--- src/hw/rtl/bbrq_pkg.sv ---
// Package for the byte budget ring queue: types, codes and default sizes.
// Used by every module of the block but bbrq_slot_ram; depends on nothing.
`timescale 1ns / 1ps
`default_nettype none

package bbrq_pkg;

   localparam int unsigned DEF_SLOT_DEPTH = 64;
   localparam int unsigned DEF_TAG_WIDTH  = 32;
   localparam int unsigned DEF_SIZE_WIDTH = 24;

   localparam int unsigned BYTE_W = 24;
   localparam int unsigned CNT_W  = 7;
   localparam int unsigned CSR_IDX_W = 2;

   typedef enum logic [1:0] {
      OP_PUSH  = 2'd0,
      OP_POP   = 2'd1,
      OP_CLOSE = 2'd2
   } op_type;

   typedef enum logic [1:0] {
      ST_OK     = 2'd0,
      ST_FULL   = 2'd1,
      ST_EMPTY  = 2'd2,
      ST_CLOSED = 2'd3
   } status_type;

   typedef enum logic [CSR_IDX_W-1:0] {
      CSR_RECORD_LIMIT = 2'd0,
      CSR_BYTE_BUDGET  = 2'd1,
      CSR_SLOT_RESERVE = 2'd2,
      CSR_BYTE_RESERVE = 2'd3
   } csr_index_type;

   localparam logic [CNT_W-1:0]  RESET_RECORD_LIMIT = 7'd64;
   localparam logic [BYTE_W-1:0] RESET_BYTE_BUDGET  = 24'hFFFFFF;

   // Effective limits seen by the admission check.
   typedef struct packed {
      logic              settling;
      logic [CNT_W-1:0]  rec_cap;
      logic [CNT_W-1:0]  rec_ord;
      logic [BYTE_W-1:0] byte_cap;
      logic [BYTE_W-1:0] byte_ord;
   } limits_type;

endpackage

`default_nettype wire

--- src/hw/rtl/byte_budget_ring_queue.sv ---
// Top level of the byte budget ring queue: request sequencer, queue state and
// result register. Depends on bbrq_pkg, bbrq_slot_ram and bbrq_limits.
`timescale 1ns / 1ps
`default_nettype none

// The byte budget ring queue is a FIFO of records (tag, byte size, control
// flag) held in a single-port-read, single-port-write slot memory. Each
// request is a push, a pop or a close and returns exactly one response that
// carries a status, the popped record (zero unless a pop succeeded) and the
// occupancy and byte total after the request. A request is accepted in the
// idle state while the slot at the read pointer is fetched; in the execute
// state, once the result register is free, the memory data is available,
// the admission check or pop is resolved, the slot is written (the new
// record on a push, zeros on a pop) and the response is loaded into the
// output register. No new request is accepted until the sequencer is back
// in idle. A waiting response does not block the next request from being
// accepted; a stalled response in the result register holds the sequencer
// in execute. After reset and after every configuration write,
// requests are stalled while the effective limits (zero limits as one,
// record limit clamped to the ring depth, reserves clamped to their limits)
// settle in their pipeline. Configuration writes are always ready and are
// meant to be issued only when no request is in flight. Slot contents are
// not cleared at reset; only a successful pop uses a slot's data, and the
// block itself does not ensure that a slot is written before it is read.
module byte_budget_ring_queue #(
   parameter int unsigned SLOT_DEPTH = bbrq_pkg::DEF_SLOT_DEPTH,
   parameter int unsigned TAG_WIDTH  = bbrq_pkg::DEF_TAG_WIDTH,
   parameter int unsigned SIZE_WIDTH = bbrq_pkg::DEF_SIZE_WIDTH
) (
   input  wire logic                           clock,
   input  wire logic                           reset,

   input  wire logic                           req_valid,
   output logic                                req_stall,
   input  wire logic [1:0]                     req_operation,
   input  wire logic [TAG_WIDTH-1:0]           req_item_tag,
   input  wire logic [SIZE_WIDTH-1:0]          req_item_bytes,
   input  wire logic                           req_is_control,

   output logic                                rsp_valid,
   input  wire logic                           rsp_stall,
   output logic [1:0]                          rsp_status,
   output logic [TAG_WIDTH-1:0]                rsp_popped_tag,
   output logic [SIZE_WIDTH-1:0]               rsp_popped_bytes,
   output logic                                rsp_popped_control,
   output logic [bbrq_pkg::CNT_W-1:0]          rsp_occupancy,
   output logic [bbrq_pkg::BYTE_W-1:0]         rsp_bytes_held,

   input  wire logic                           csr_valid,
   output logic                                csr_ready,
   input  wire logic [bbrq_pkg::CSR_IDX_W-1:0] csr_index,
   input  wire logic [bbrq_pkg::BYTE_W-1:0]    csr_wdata
);
   import bbrq_pkg::*;

   localparam int unsigned PTR_W  = (SLOT_DEPTH > 1) ? $clog2(SLOT_DEPTH) : 1;
   localparam int unsigned CMP_W  = ((PTR_W > CNT_W) ? PTR_W : CNT_W) + 1;
   localparam int unsigned DATA_W = TAG_WIDTH + SIZE_WIDTH + 1;

   // Sequencer states, one-hot.
   typedef enum logic [1:0] {
      S_IDLE = 2'b01,
      S_EXEC = 2'b10
   } state_type;

   state_type state_ff, state_in;

   limits_type limits;

   // Queue state.
   logic [PTR_W-1:0]  rd_ptr_ff, rd_ptr_in;
   logic [PTR_W-1:0]  wr_ptr_ff, wr_ptr_in;
   logic [CNT_W-1:0]  count_ff, count_in;
   logic [BYTE_W-1:0] total_ff, total_in;
   logic              closed_ff, closed_in;

   // Request held during execution.
   op_type                op_ff;
   logic [TAG_WIDTH-1:0]  tag_ff;
   logic [SIZE_WIDTH-1:0] bytes_ff;
   logic                  ctrl_ff;

   // Result register.
   logic                  rsp_valid_ff, rsp_valid_in;
   status_type            status_ff, status_in;
   logic [TAG_WIDTH-1:0]  ptag_ff, ptag_in;
   logic [SIZE_WIDTH-1:0] pbytes_ff, pbytes_in;
   logic                  pctrl_ff, pctrl_in;

   // Slot memory signals.
   logic              mem_wr_en;
   logic [DATA_W-1:0] mem_wr_data;
   logic [DATA_W-1:0] mem_rd_data;
   logic [PTR_W-1:0]  mem_wr_addr;

   logic req_take;
   logic exec_go;

   logic [TAG_WIDTH-1:0]  rd_tag;
   logic [SIZE_WIDTH-1:0] rd_bytes;
   logic                  rd_ctrl;

   logic [BYTE_W:0]   push_sum;
   logic [BYTE_W:0]   pop_diff;
   logic              room_any, room_ord, admit;
   logic [CMP_W-1:0]  rd_next, wr_next, cap_ext;

   assign csr_ready = 1'b1;

   bbrq_limits #(
      .SLOT_DEPTH(SLOT_DEPTH)
   ) u_limits (
      .clock     (clock),
      .reset     (reset),
      .csr_write (csr_valid & csr_ready),
      .csr_index (csr_index),
      .csr_wdata (csr_wdata),
      .limits    (limits)
   );

   assign req_stall = (state_ff != S_IDLE) | limits.settling;
   assign req_take  = req_valid & ~req_stall;

   // The result register is free when empty or when its content leaves now.
   assign exec_go = (state_ff == S_EXEC) & (~rsp_valid_ff | ~rsp_stall);

   bbrq_slot_ram #(
      .DEPTH  (SLOT_DEPTH),
      .DATA_W (DATA_W),
      .ADDR_W (PTR_W)
   ) u_slot_ram (
      .clock   (clock),
      .wr_en   (mem_wr_en),
      .wr_addr (mem_wr_addr),
      .wr_data (mem_wr_data),
      .rd_en   (req_take),
      .rd_addr (rd_ptr_ff),
      .rd_data (mem_rd_data)
   );

   assign rd_tag   = mem_rd_data[TAG_WIDTH-1:0];
   assign rd_bytes = mem_rd_data[TAG_WIDTH +: SIZE_WIDTH];
   assign rd_ctrl  = mem_rd_data[DATA_W-1];

   always_ff @(posedge clock) begin
      if (req_take) begin
         op_ff    <= op_type'(req_operation);
         tag_ff   <= req_item_tag;
         bytes_ff <= req_item_bytes;
         ctrl_ff  <= req_is_control;
      end
   end

   // Admission: the new byte total and record count must fit both limits, and
   // for an ordinary record also what is left of them outside the reserves.
   always_comb begin
      push_sum = {1'b0, total_ff} + (BYTE_W + 1)'(bytes_ff);
      pop_diff = {1'b0, total_ff} - (BYTE_W + 1)'(rd_bytes);
      room_any = (push_sum <= {1'b0, limits.byte_cap}) & (count_ff < limits.rec_cap);
      room_ord = (push_sum <= {1'b0, limits.byte_ord}) & (count_ff < limits.rec_ord);
      admit    = room_any & (ctrl_ff | room_ord);
      cap_ext  = CMP_W'(limits.rec_cap);
      rd_next  = CMP_W'(rd_ptr_ff) + CMP_W'(1);
      wr_next  = CMP_W'(wr_ptr_ff) + CMP_W'(1);
      if (rd_next >= cap_ext) begin
         rd_next = '0;
      end
      if (wr_next >= cap_ext) begin
         wr_next = '0;
      end
   end

   always_comb begin
      state_in     = state_ff;
      rd_ptr_in    = rd_ptr_ff;
      wr_ptr_in    = wr_ptr_ff;
      count_in     = count_ff;
      total_in     = total_ff;
      closed_in    = closed_ff;
      rsp_valid_in = rsp_valid_ff & rsp_stall;
      status_in    = status_ff;
      ptag_in      = ptag_ff;
      pbytes_in    = pbytes_ff;
      pctrl_in     = pctrl_ff;
      mem_wr_en    = 1'b0;
      mem_wr_addr  = wr_ptr_ff;
      mem_wr_data  = {ctrl_ff, bytes_ff, tag_ff};

      case (state_ff)
         S_IDLE: begin
            if (req_take) begin
               state_in = S_EXEC;
            end
         end
         S_EXEC: begin
            if (exec_go) begin
               state_in     = S_IDLE;
               rsp_valid_in = 1'b1;
               status_in    = ST_OK;
               ptag_in      = '0;
               pbytes_in    = '0;
               pctrl_in     = 1'b0;
               case (op_ff)
                  OP_PUSH: begin
                     if (closed_ff) begin
                        status_in = ST_CLOSED;
                     end else if (!admit) begin
                        status_in = ST_FULL;
                     end else begin
                        mem_wr_en = 1'b1;
                        wr_ptr_in = wr_next[PTR_W-1:0];
                        count_in  = count_ff + CNT_W'(1);
                        total_in  = push_sum[BYTE_W-1:0];
                     end
                  end
                  OP_POP: begin
                     if (count_ff == '0) begin
                        status_in = closed_ff ? ST_CLOSED : ST_EMPTY;
                     end else begin
                        // The popped slot is cleared so that a later read of
                        // it after a ring resize returns zeros.
                        mem_wr_en   = 1'b1;
                        mem_wr_addr = rd_ptr_ff;
                        mem_wr_data = '0;
                        ptag_in     = rd_tag;
                        pbytes_in   = rd_bytes;
                        pctrl_in    = rd_ctrl;
                        rd_ptr_in   = rd_next[PTR_W-1:0];
                        count_in    = count_ff - CNT_W'(1);
                        total_in    = pop_diff[BYTE_W] ? '0 : pop_diff[BYTE_W-1:0];
                     end
                  end
                  OP_CLOSE: begin
                     closed_in = 1'b1;
                  end
                  default: ;
               endcase
            end
         end
         default: begin
            state_in = S_IDLE;
         end
      endcase
   end

   always_ff @(posedge clock) begin
      if (reset) begin
         state_ff     <= S_IDLE;
         rd_ptr_ff    <= '0;
         wr_ptr_ff    <= '0;
         count_ff     <= '0;
         total_ff     <= '0;
         closed_ff    <= 1'b0;
         rsp_valid_ff <= 1'b0;
      end else begin
         state_ff     <= state_in;
         rd_ptr_ff    <= rd_ptr_in;
         wr_ptr_ff    <= wr_ptr_in;
         count_ff     <= count_in;
         total_ff     <= total_in;
         closed_ff    <= closed_in;
         rsp_valid_ff <= rsp_valid_in;
      end
   end

   // Occupancy and byte total are sampled together with the response.
   logic [CNT_W-1:0]  occ_ff;
   logic [BYTE_W-1:0] held_ff;

   always_ff @(posedge clock) begin
      if (exec_go) begin
         status_ff <= status_in;
         ptag_ff   <= ptag_in;
         pbytes_ff <= pbytes_in;
         pctrl_ff  <= pctrl_in;
         occ_ff    <= count_in;
         held_ff   <= total_in;
      end
   end

   assign rsp_valid          = rsp_valid_ff;
   assign rsp_status         = status_ff;
   assign rsp_popped_tag     = ptag_ff;
   assign rsp_popped_bytes   = pbytes_ff;
   assign rsp_popped_control = pctrl_ff;
   assign rsp_occupancy      = occ_ff;
   assign rsp_bytes_held     = held_ff;

endmodule

`default_nettype wire

--- src/hw/rtl/bbrq_slot_ram.sv ---
// Slot memory of the byte budget ring queue: one write port, one read port,
// registered read data. Depends on nothing.
`timescale 1ns / 1ps
`default_nettype none

module bbrq_slot_ram #(
   parameter int unsigned DEPTH  = 64,
   parameter int unsigned DATA_W = 57,
   parameter int unsigned ADDR_W = 6
) (
   input  wire logic              clock,
   input  wire logic              wr_en,
   input  wire logic [ADDR_W-1:0] wr_addr,
   input  wire logic [DATA_W-1:0] wr_data,
   input  wire logic              rd_en,
   input  wire logic [ADDR_W-1:0] rd_addr,
   output logic      [DATA_W-1:0] rd_data
);

   logic [DATA_W-1:0] mem_ff [DEPTH];

   always_ff @(posedge clock) begin
      if (wr_en) begin
         mem_ff[wr_addr] <= wr_data;
      end
   end

   always_ff @(posedge clock) begin
      if (rd_en) begin
         rd_data <= mem_ff[rd_addr];
      end
   end

endmodule

`default_nettype wire

--- src/hw/rtl/bbrq_limits.sv ---
// Configuration registers of the byte budget ring queue and the two-stage
// pipeline that turns them into effective limits. Depends on bbrq_pkg.
`timescale 1ns / 1ps
`default_nettype none

module bbrq_limits #(
   parameter int unsigned SLOT_DEPTH = 64
) (
   input  wire logic                            clock,
   input  wire logic                            reset,
   input  wire logic                            csr_write,
   input  wire logic [bbrq_pkg::CSR_IDX_W-1:0]  csr_index,
   input  wire logic [bbrq_pkg::BYTE_W-1:0]     csr_wdata,
   output bbrq_pkg::limits_type                 limits
);
   import bbrq_pkg::*;

   localparam int unsigned CNT_MAX = (1 << CNT_W) - 1;
   localparam int unsigned CAP_MAX = (SLOT_DEPTH < CNT_MAX) ? SLOT_DEPTH : CNT_MAX;
   localparam logic [CNT_W-1:0] CAP_MAX_C = CNT_W'(CAP_MAX);

   logic [CNT_W-1:0]  rec_limit_ff, slot_rsv_ff;
   logic [BYTE_W-1:0] byte_budget_ff, byte_rsv_ff;
   logic [1:0]        settle_ff, settle_in;

   logic [CNT_W-1:0]  rc_ff, rc_in, rr_ff, rr_in;
   logic [BYTE_W-1:0] bc_ff, bc_in, rb_ff, rb_in;
   logic [CNT_W-1:0]  rlim_ff, rlim_in, rc2_ff;
   logic [BYTE_W-1:0] blim_ff, blim_in, bc2_ff;

   always_ff @(posedge clock) begin
      if (reset) begin
         rec_limit_ff   <= RESET_RECORD_LIMIT;
         byte_budget_ff <= RESET_BYTE_BUDGET;
         slot_rsv_ff    <= '0;
         byte_rsv_ff    <= '0;
      end else if (csr_write) begin
         case (csr_index)
            CSR_RECORD_LIMIT: rec_limit_ff   <= csr_wdata[CNT_W-1:0];
            CSR_BYTE_BUDGET:  byte_budget_ff <= csr_wdata;
            CSR_SLOT_RESERVE: slot_rsv_ff    <= csr_wdata[CNT_W-1:0];
            CSR_BYTE_RESERVE: byte_rsv_ff    <= csr_wdata;
            default: ;
         endcase
      end
   end

   // Flags the limits as settling after reset or a write until the pipeline settles.
   always_comb begin
      settle_in = settle_ff;
      if (csr_write) begin
         settle_in = 2'd2;
      end else if (settle_ff != 2'd0) begin
         settle_in = settle_ff - 2'd1;
      end
   end

   always_ff @(posedge clock) begin
      if (reset) begin
         settle_ff <= 2'd2;
      end else begin
         settle_ff <= settle_in;
      end
   end

   // Stage one: zero limits count as one, the record limit is clamped to the
   // ring depth, and each reserve is clamped to its limit.
   always_comb begin
      rc_in = (rec_limit_ff == '0) ? CNT_W'(1) : rec_limit_ff;
      if (rc_in > CAP_MAX_C) begin
         rc_in = CAP_MAX_C;
      end
      rr_in = (slot_rsv_ff > rc_in) ? rc_in : slot_rsv_ff;
      bc_in = (byte_budget_ff == '0) ? BYTE_W'(1) : byte_budget_ff;
      rb_in = (byte_rsv_ff > bc_in) ? bc_in : byte_rsv_ff;
   end

   // Stage two: what is left for ordinary records.
   assign rlim_in = rc_ff - rr_ff;
   assign blim_in = bc_ff - rb_ff;

   always_ff @(posedge clock) begin
      rc_ff   <= rc_in;
      rr_ff   <= rr_in;
      bc_ff   <= bc_in;
      rb_ff   <= rb_in;
      rc2_ff  <= rc_ff;
      bc2_ff  <= bc_ff;
      rlim_ff <= rlim_in;
      blim_ff <= blim_in;
   end

   assign limits.settling = (settle_ff != 2'd0);
   assign limits.rec_cap  = rc2_ff;
   assign limits.rec_ord  = rlim_ff;
   assign limits.byte_cap = bc2_ff;
   assign limits.byte_ord = blim_ff;

endmodule

`default_nettype wire

--- config.mk ---
export PLATFORM = sky130hd
export DESIGN_NAME = byte_budget_ring_queue
export DESIGN_NICKNAME = d
export VERILOG_FILES = /design/src/hw/rtl/bbrq_pkg.sv /design/src/hw/rtl/byte_budget_ring_queue.sv /design/src/hw/rtl/bbrq_slot_ram.sv /design/src/hw/rtl/bbrq_limits.sv
export SDC_FILE = /design/constraint.sdc
export NUM_CORES = 2
export LEC_CHECK = 0
export ABC_CLOCK_PERIOD_IN_PS = 19650
export BUFFER_PORTS_ARGS = -buffer_cell sky130_fd_sc_hd__buf_2
export CORE_UTILIZATION = 40
export CTS_CLUSTER_SIZE = 24
export DETAILED_ROUTE_END_ITERATION = 7
export GPL_ROUTABILITY_DRIVEN = 0
export SKIP_CTS_REPAIR_TIMING = 1
export SLEW_MARGIN = 20
export SYNTH_ARGS = -nofsm -noshare
export SYNTH_HDL_FRONTEND = slang
export SYNTH_SLANG_ARGS = --single-unit
--- constraint.sdc ---
create_clock -name clock -period 19.65 [get_ports clock]
set_input_delay 2.9475 -clock clock [delete_from_list [all_inputs] [get_ports clock]]
set_output_delay 2.9475 -clock clock [all_outputs]
set_load 0.02 [all_outputs]
# == Word-level counts from Yosys, hierarchy flattened ==
# Memory sizes are Yosys's and may differ from the RTL's. A register that Yosys moved wholly into a read port is not among the register bits.
# Cells that the tools add are included.
# totals
reg_bits,384
latch_bits,0
ramBits,3648
romBits,0
input_bits,90
output_inout_bits,93
elab_cells,137
mem_count,1
# memory_table
memory,words,word_bits,rd,rd_clocked_by_memory_dff,write_ports,line_no,rtl
u_slot_ram.mem_ff,64,57,1,1,1,bbrq_slot_ram.sv:20,logic [DATA_W-1:0] mem_ff [DEPTH];
# op_classes
addsub,9
n_mul,0
div,0
n_lt_le_gt_ge,9
n_eq_ne,10
shifts,0
mux,46
bitwise,15
reduce_logical,17
# ops
cell,n
$mux W57,4
$mux W24,8
$mux W7,8
$le A25 B24 Y1,2
$pmux W24 S2,1
$mux W6,6
$add A24 B24 Y25,1
$sub A24 B24 Y25,1
$gt A24 B24 Y1,1
$logic_not A24 Y1,1
$sub A24 B24 Y24,1
$add A6 B1 Y7 const B,2
$ge A7 B7 Y1,2
$logic_not A7 Y1,2
$lt A7 B7 Y1,2
$pmux W7 S2,1
$reduce_and A2 Y1,6
$mux W1,11
$eq A2 B2 Y1 const B,4
$mux W2,4
$pmux W2 S2,2
$add A7 B1 Y7 const B,1
$gt A7 B7 Y1,1
$gt A7 B7 Y1 const B,1
other kinds (16),33

# == Longest topological paths before layout ==
# depth
word_depth,12
depth_mapped,24
depth_no_buf,21

# == Cells and area by module ==
# From an unflattened synthesis, not the netlist that was laid out.
# hier_totals
cells_unflattened,7747
area_unflattened_um2,159768.2
# modules_own_cells
mod,instances,cells_each,area_per_inst_um2,seq_area_each_um2
bbrq_slot_ram,1,5760,140024.3,111256.7
byte_budget_ring_queue,1,1208,12157.9,5415.2
bbrq_limits,1,779,7586.0,3763.6

# == Least setup slack after synthesis ==
# OpenSTA, ideal clock, no wires.
# synth_path
path_kind,input to register
startpoint,input port rsp_stall
endpoint,memory u_slot_ram.mem_ff[41][0] (enable)
setup_time_ns,0.472
arrival_ns,11.893
required_time_ns,19.178
slack_ns,7.284
cell_stages,8
n_path_buf,2
path_cell_list,a21oi_1 nand2b_1 nor2_1 buf_2 buf_1 nand4b_1 a21o_1 nor2_1
# synth_between
elab_chain_cells,7
word_cells_on_any_way,9
cone_classes,6 x mux; 3 x bitwise
# synth_rtl
element,line_no,rtl
"start, declared",byte_budget_ring_queue.sv:41,"input wire logic rsp_stall,"
$not A1 Y1 *,byte_budget_ring_queue.sv:125,assign exec_go = (state_ff == S_EXEC) & (~rsp_valid_ff | ~rsp_stall);
$or A1 B1 Y1 *,byte_budget_ring_queue.sv:125,
$and A1 B1 Y1 *,byte_budget_ring_queue.sv:125,
$mux W1,byte_budget_ring_queue.sv:196,if (exec_go) begin
$mux W1,byte_budget_ring_queue.sv:189,case (state_ff)
$mux W1,bbrq_slot_ram.sv:23,if (wr_en) begin
$mux W1 (not written as such),bbrq_slot_ram.sv:24,mem_ff[wr_addr] <= wr_data;
"end, declared",bbrq_slot_ram.sv:20,
# Every way passes the cells marked *; elsewhere a longest branch is shown, timed or not.

# == Worst setup path after layout ==
# layout_path
startpoint,register total_ff[0]
endpoint,memory u_slot_ram.mem_ff[14][10] (enable)
# layout_between
elab_chain_cells,12
word_cells_on_any_way,14
cone_classes,1 x add/sub; 2 x order compare; 7 x mux; 4 x bitwise
# layout_rtl
element,line_no,rtl
"start, declared",byte_budget_ring_queue.sv:74,"logic [BYTE_W-1:0] total_ff, total_in;"
"start signal, assigned",byte_budget_ring_queue.sv:260,total_ff <= total_in;
$add A24 B24 Y25 *,byte_budget_ring_queue.sv:157,"push_sum = {1'b0, total_ff} + (BYTE_W + 1)'(bytes_ff);"
$le A25 B24 Y1,byte_budget_ring_queue.sv:160,"room_ord = (push_sum <= {1'b0, limits.byte_ord}) & (count_ff < limits.rec_ord);"
$and A1 B1 Y1,byte_budget_ring_queue.sv:160,
$or A1 B1 Y1,byte_budget_ring_queue.sv:161,admit = room_any & (ctrl_ff | room_ord);
$and A1 B1 Y1 *,byte_budget_ring_queue.sv:161,
$mux W1 *,byte_budget_ring_queue.sv:207,end else if (!admit) begin
$mux W1 *,byte_budget_ring_queue.sv:205,if (closed_ff) begin
$pmux W1 S2 *,byte_budget_ring_queue.sv:203,case (op_ff)
$mux W1 *,byte_budget_ring_queue.sv:196,
$mux W1 *,byte_budget_ring_queue.sv:189,
$mux W1 *,bbrq_slot_ram.sv:23,
$mux W1 (not written as such) *,bbrq_slot_ram.sv:24,
# Marks and branches as above.

==> out/qor.csv <==
metric,value,unit
Vias/cell,5.877,
setup TNS,0,ps
f_max,135.1,MHz
first-pass GRT wire length,612.0,mm
cts bufs inserted,408,
Max VDD drop,0.07598,mV
Yosys cell types,84,
Startpoint Class,flip-flop,
Tmin final,7404,ps
Iter 0 DRT Violations,9366,
Max Fanout on Critical Path,34,
worst slew pin tran,1186,ps
io pins,183,
CP Data Required Time,20240,ps
"EDFF count, synth",3854,
Slew Limit Headroom,20.95,%
vias in the first global route,78907,
max-slew violations,0,
Die Footprint,0.4026,mm2
cell depth of the worst flop-to-flop path,21,
Post-Synth XOR/XNOR Area,0.3831,%
layout cell share with drive strength beyond 1,28.36,%
RR Endpoint,u_slot_ram.mem_ff[14][10],
Detail Route Antenna Nets,0,
Comb power frac,1.5,%
"Arr. time, crit path",7990,ps
Switching Power,0.003521,W
Post-synth top flop,edfxtp_1,
clock network power share,43.8,%
share of the yosys chip area belonging to registers,75.25,%
post-DP HPWL,255.6,mm
Post-Synth Adder-Cell Area,1.512,%
Core Region,0.3971,mm2
pwr/cell area,95.71,mW/mm2
CTS tree,yes,
"Area growth, synth to finish",13.40,%
post-synthesis cell count,7369,
post-synthesis compound-gate area fraction,2.019,%
critical path buffer and inverter count,2,
FF-to-FF Start,total_ff[0],
CP max-delay cell,nor2_4,
initial antenna violation count,22,
Final Hold Vio Count,0,
Setup crit start,total_ff[0],
largest family of logic cells by synthesized area,multiplexers,
"most used cell, CP",ha_1,
Hold Path Class,flip-flop to flip-flop,
mux contribution to synthesized area,17.03,%
Seq cells post-synth,4089,
Internal,0.01385,W
H-tree depth,5,
reg2reg setup slack,12250,ps
worst-path cell chain,ha_1 > inv_1 > fa_1 > nor2b_1 > o31a_1 > o32ai_4 > o21ai_0 > a221oi_1 > a21oi_1 > xor2_1 > ha_1 > a21o_1 > a211oi_2 > o21ai_1 > a211oi_1 > a31oi_1 > nor4_2 > a21oi_4 > o21bai_2 > nor2_4 > buf_4,
die width,634.5,um
DRT Pass-1 Iters,6,
"most common cell after layout, fill and taps aside",edfxtp_1,
FP Rows,231,
critical path depth,21,
endpoint class of the critical path,flip-flop,
clock skew,58.14,ps
fin crit share,37.68,%
Max clock buf depth,4,
Congestion Overflow GR,0,
CP max stage delay,930,ps
number of I/O port buffers,181,
ys async rst share,0,%
largest net degree at the start of global routing,116,
sw frac,20.27,%
Initial Utilization,40.30,%
Root Buffer,clkbuf_16,
nets,8079,
wire per inst,32.52,um
Synth Area in Simple Gates,2.406,%
gr usage total,21.46,%
sequential share of power,54.7,%
syn avg cell area,21.72,um2
most frequent cells in the layout,"3854 x edfxtp_1, 1197 x mux4_2, 410 x clkbuf_16",
Post-route DRC,0,
Mapped Nets,7650,
CP Capture Point,u_slot_ram.mem_ff[14][10],
die height,634.5,um
family with the most delay on the worst path,compound AO/OA/AOI/OAI gates,
worst skew pair latency,970,ps
via count,78702,
run status,completed,
Mapped Area,0.1600,mm2
Setup CP Type,flip-flop to flip-flop,
# setup viols final,0,
clock transition at the registers of the reported paths,60,ps
Leak Pwr,56.25,nW
YS warnings,0,
total clock sinks,4089,
Min Hold Slack,335.0,ps
HP Start,u_limits.bc_ff[6],
max_cap viols,0,
RSZ-0062 raised after global routing,no,
DRT Wirelength,435.5,mm
## synthesized netlist by cell type, types with 11 or more instances
| library cell | count | share of area [%] |
|---|---|---|
| a211oi_1 | 13 | 0.061 |
| a21o_1 | 61 | 0.29 |
| a21oi_1 | 116 | 0.36 |
| a221o_1 | 11 | 0.069 |
| a22o_1 | 18 | 0.099 |
| a311o_1 | 23 | 0.14 |
| a31oi_1 | 14 | 0.055 |
| and2_1 | 94 | 0.37 |
| and3_1 | 13 | 0.051 |
| buf_1 | 62 | 0.15 |
| buf_2 | 35 | 0.11 |
| clkbuf_1 | 280 | 0.66 |
| dfxtp_1 | 235 | 2.9 |
| edfxtp_1 | 3854 | 72 |
| ha_1 | 187 | 1.5 |
| inv_1 | 187 | 0.44 |
| mux2i_1 | 21 | 0.13 |
| mux4_2 | 1197 | 17 |
| nand2_1 | 204 | 0.48 |
| nand2b_1 | 21 | 0.082 |
| nand3_1 | 69 | 0.22 |
| nand3b_1 | 32 | 0.15 |
| nand4_1 | 25 | 0.098 |
| nor2_1 | 172 | 0.40 |
| nor2b_1 | 24 | 0.094 |
| nor3_1 | 32 | 0.10 |
| nor4_1 | 40 | 0.16 |
| o21a_1 | 26 | 0.12 |
| o21ai_0 | 52 | 0.16 |
| o311ai_0 | 24 | 0.13 |
| xnor2_1 | 53 | 0.29 |
| xor2_1 | 17 | 0.093 |
## state kept, by name (all words and copies together) (netlist names), 6 cells and up
register,flops
u_limits.bc2_ff,24
u_limits.byte_budget_ff,24
count_ff,7
total_ff,24
u_limits.byte_rsv_ff,24
u_limits.slot_rsv_ff,7
u_slot_ram.rd_data,57
rd_ptr_ff,6
wr_ptr_ff,6
u_slot_ram.mem_ff,3648
u_limits.rc_ff,7
rsp_popped_bytes,24
u_limits.rr_ff,7
u_limits.rlim_ff,7
u_limits.rec_limit_ff,7
u_limits.blim_ff,24
bytes_ff,24
u_limits.rb_ff,24
rsp_bytes_held,24
u_limits.rc2_ff,7
rsp_popped_tag,32
u_limits.bc_ff,24
rsp_occupancy,7
tag_ff,32
## layout make-up
| cell class | count | area, um2 |
|---|---|---|
| clock inverter | 258 | 2391 |
| clock buffer | 496 | 10600 |
| fill | 32948 | 215600 |
| multi-input combinational | 2708 | 37970 |
| antenna | 7 | 17.52 |
| tap | 5242 | 6559 |
| sequential | 4089 | 120500 |
| timing repair buffer | 404 | 2780 |
| inverter | 187 | 709.4 |
## stage by stage
| step | cell area (um2) | worst slack [ps] | power, W | instances | util [%] |
|---|---|---|---|---|---|
| floorplan | 160000 | 7284 | 0.009835 | 7369 | - |
| global placement | 168300 | 12020 | 0.009940 | 12625 | 42.38 |
| detailed placement | 168400 | 11980 | 0.009948 | 12628 | 42.41 |
| CTS | 181400 | 12270 | 0.01750 | 13382 | 45.68 |
| global route | 181500 | 11810 | 0.01784 | 13386 | 45.70 |
| finish | 181500 | 12250 | 0.01737 | 13391 | 45.70 |
## worst min-delay path by stage
stage / depth (start not counted) / endpoint
after floorplan: 0 / u_limits.bc2_ff[0]
after global placement: 0 / u_limits.bc2_ff[4]
after detailed placement: 0 / u_limits.bc2_ff[11]
after CTS: 0 / u_limits.bc2_ff[6]
after global routing: 0 / u_limits.bc2_ff[6]
final: 0 / u_limits.bc2_ff[6]
## per-layer routing
| layer | wire [um] | GRT usage [%] |
|---|---|---|
| met3 | 32460 | 3.145 |
| met4 | 13530 | 6.187 |
| met1 | 178000 | 30.14 |
| met5 | 75 | 0 |
| met2 | 211400 | 34.99 |
## cell families (layout without fill, tap and decap cells)
group / count (synthesis) / after routing
flip-flops: 4089 / 4089
multiplexers: 1225 / 1225
AND/OR/NAND/NOR: 769 / 769
buffers and inverters: 572 / 1345
AO/OA/AOI/OAI: 452 / 452
adder cells (fa/ha/maj): 191 / 191
XOR/XNOR: 70 / 70
other: 1 / 8
## power groups by stage
stage                     Clock (W)  Combinational, W  Sequential, W
after detailed placement          0          0.000256        0.00969
after floorplan                   0          0.000150        0.00969
after CTS                   0.00774          0.000257        0.00951
after global placement            0          0.000249        0.00969
final                       0.00761          0.000256        0.00951
after global routing        0.00806          0.000281        0.00950
Power figures use the tool's default switching activity.
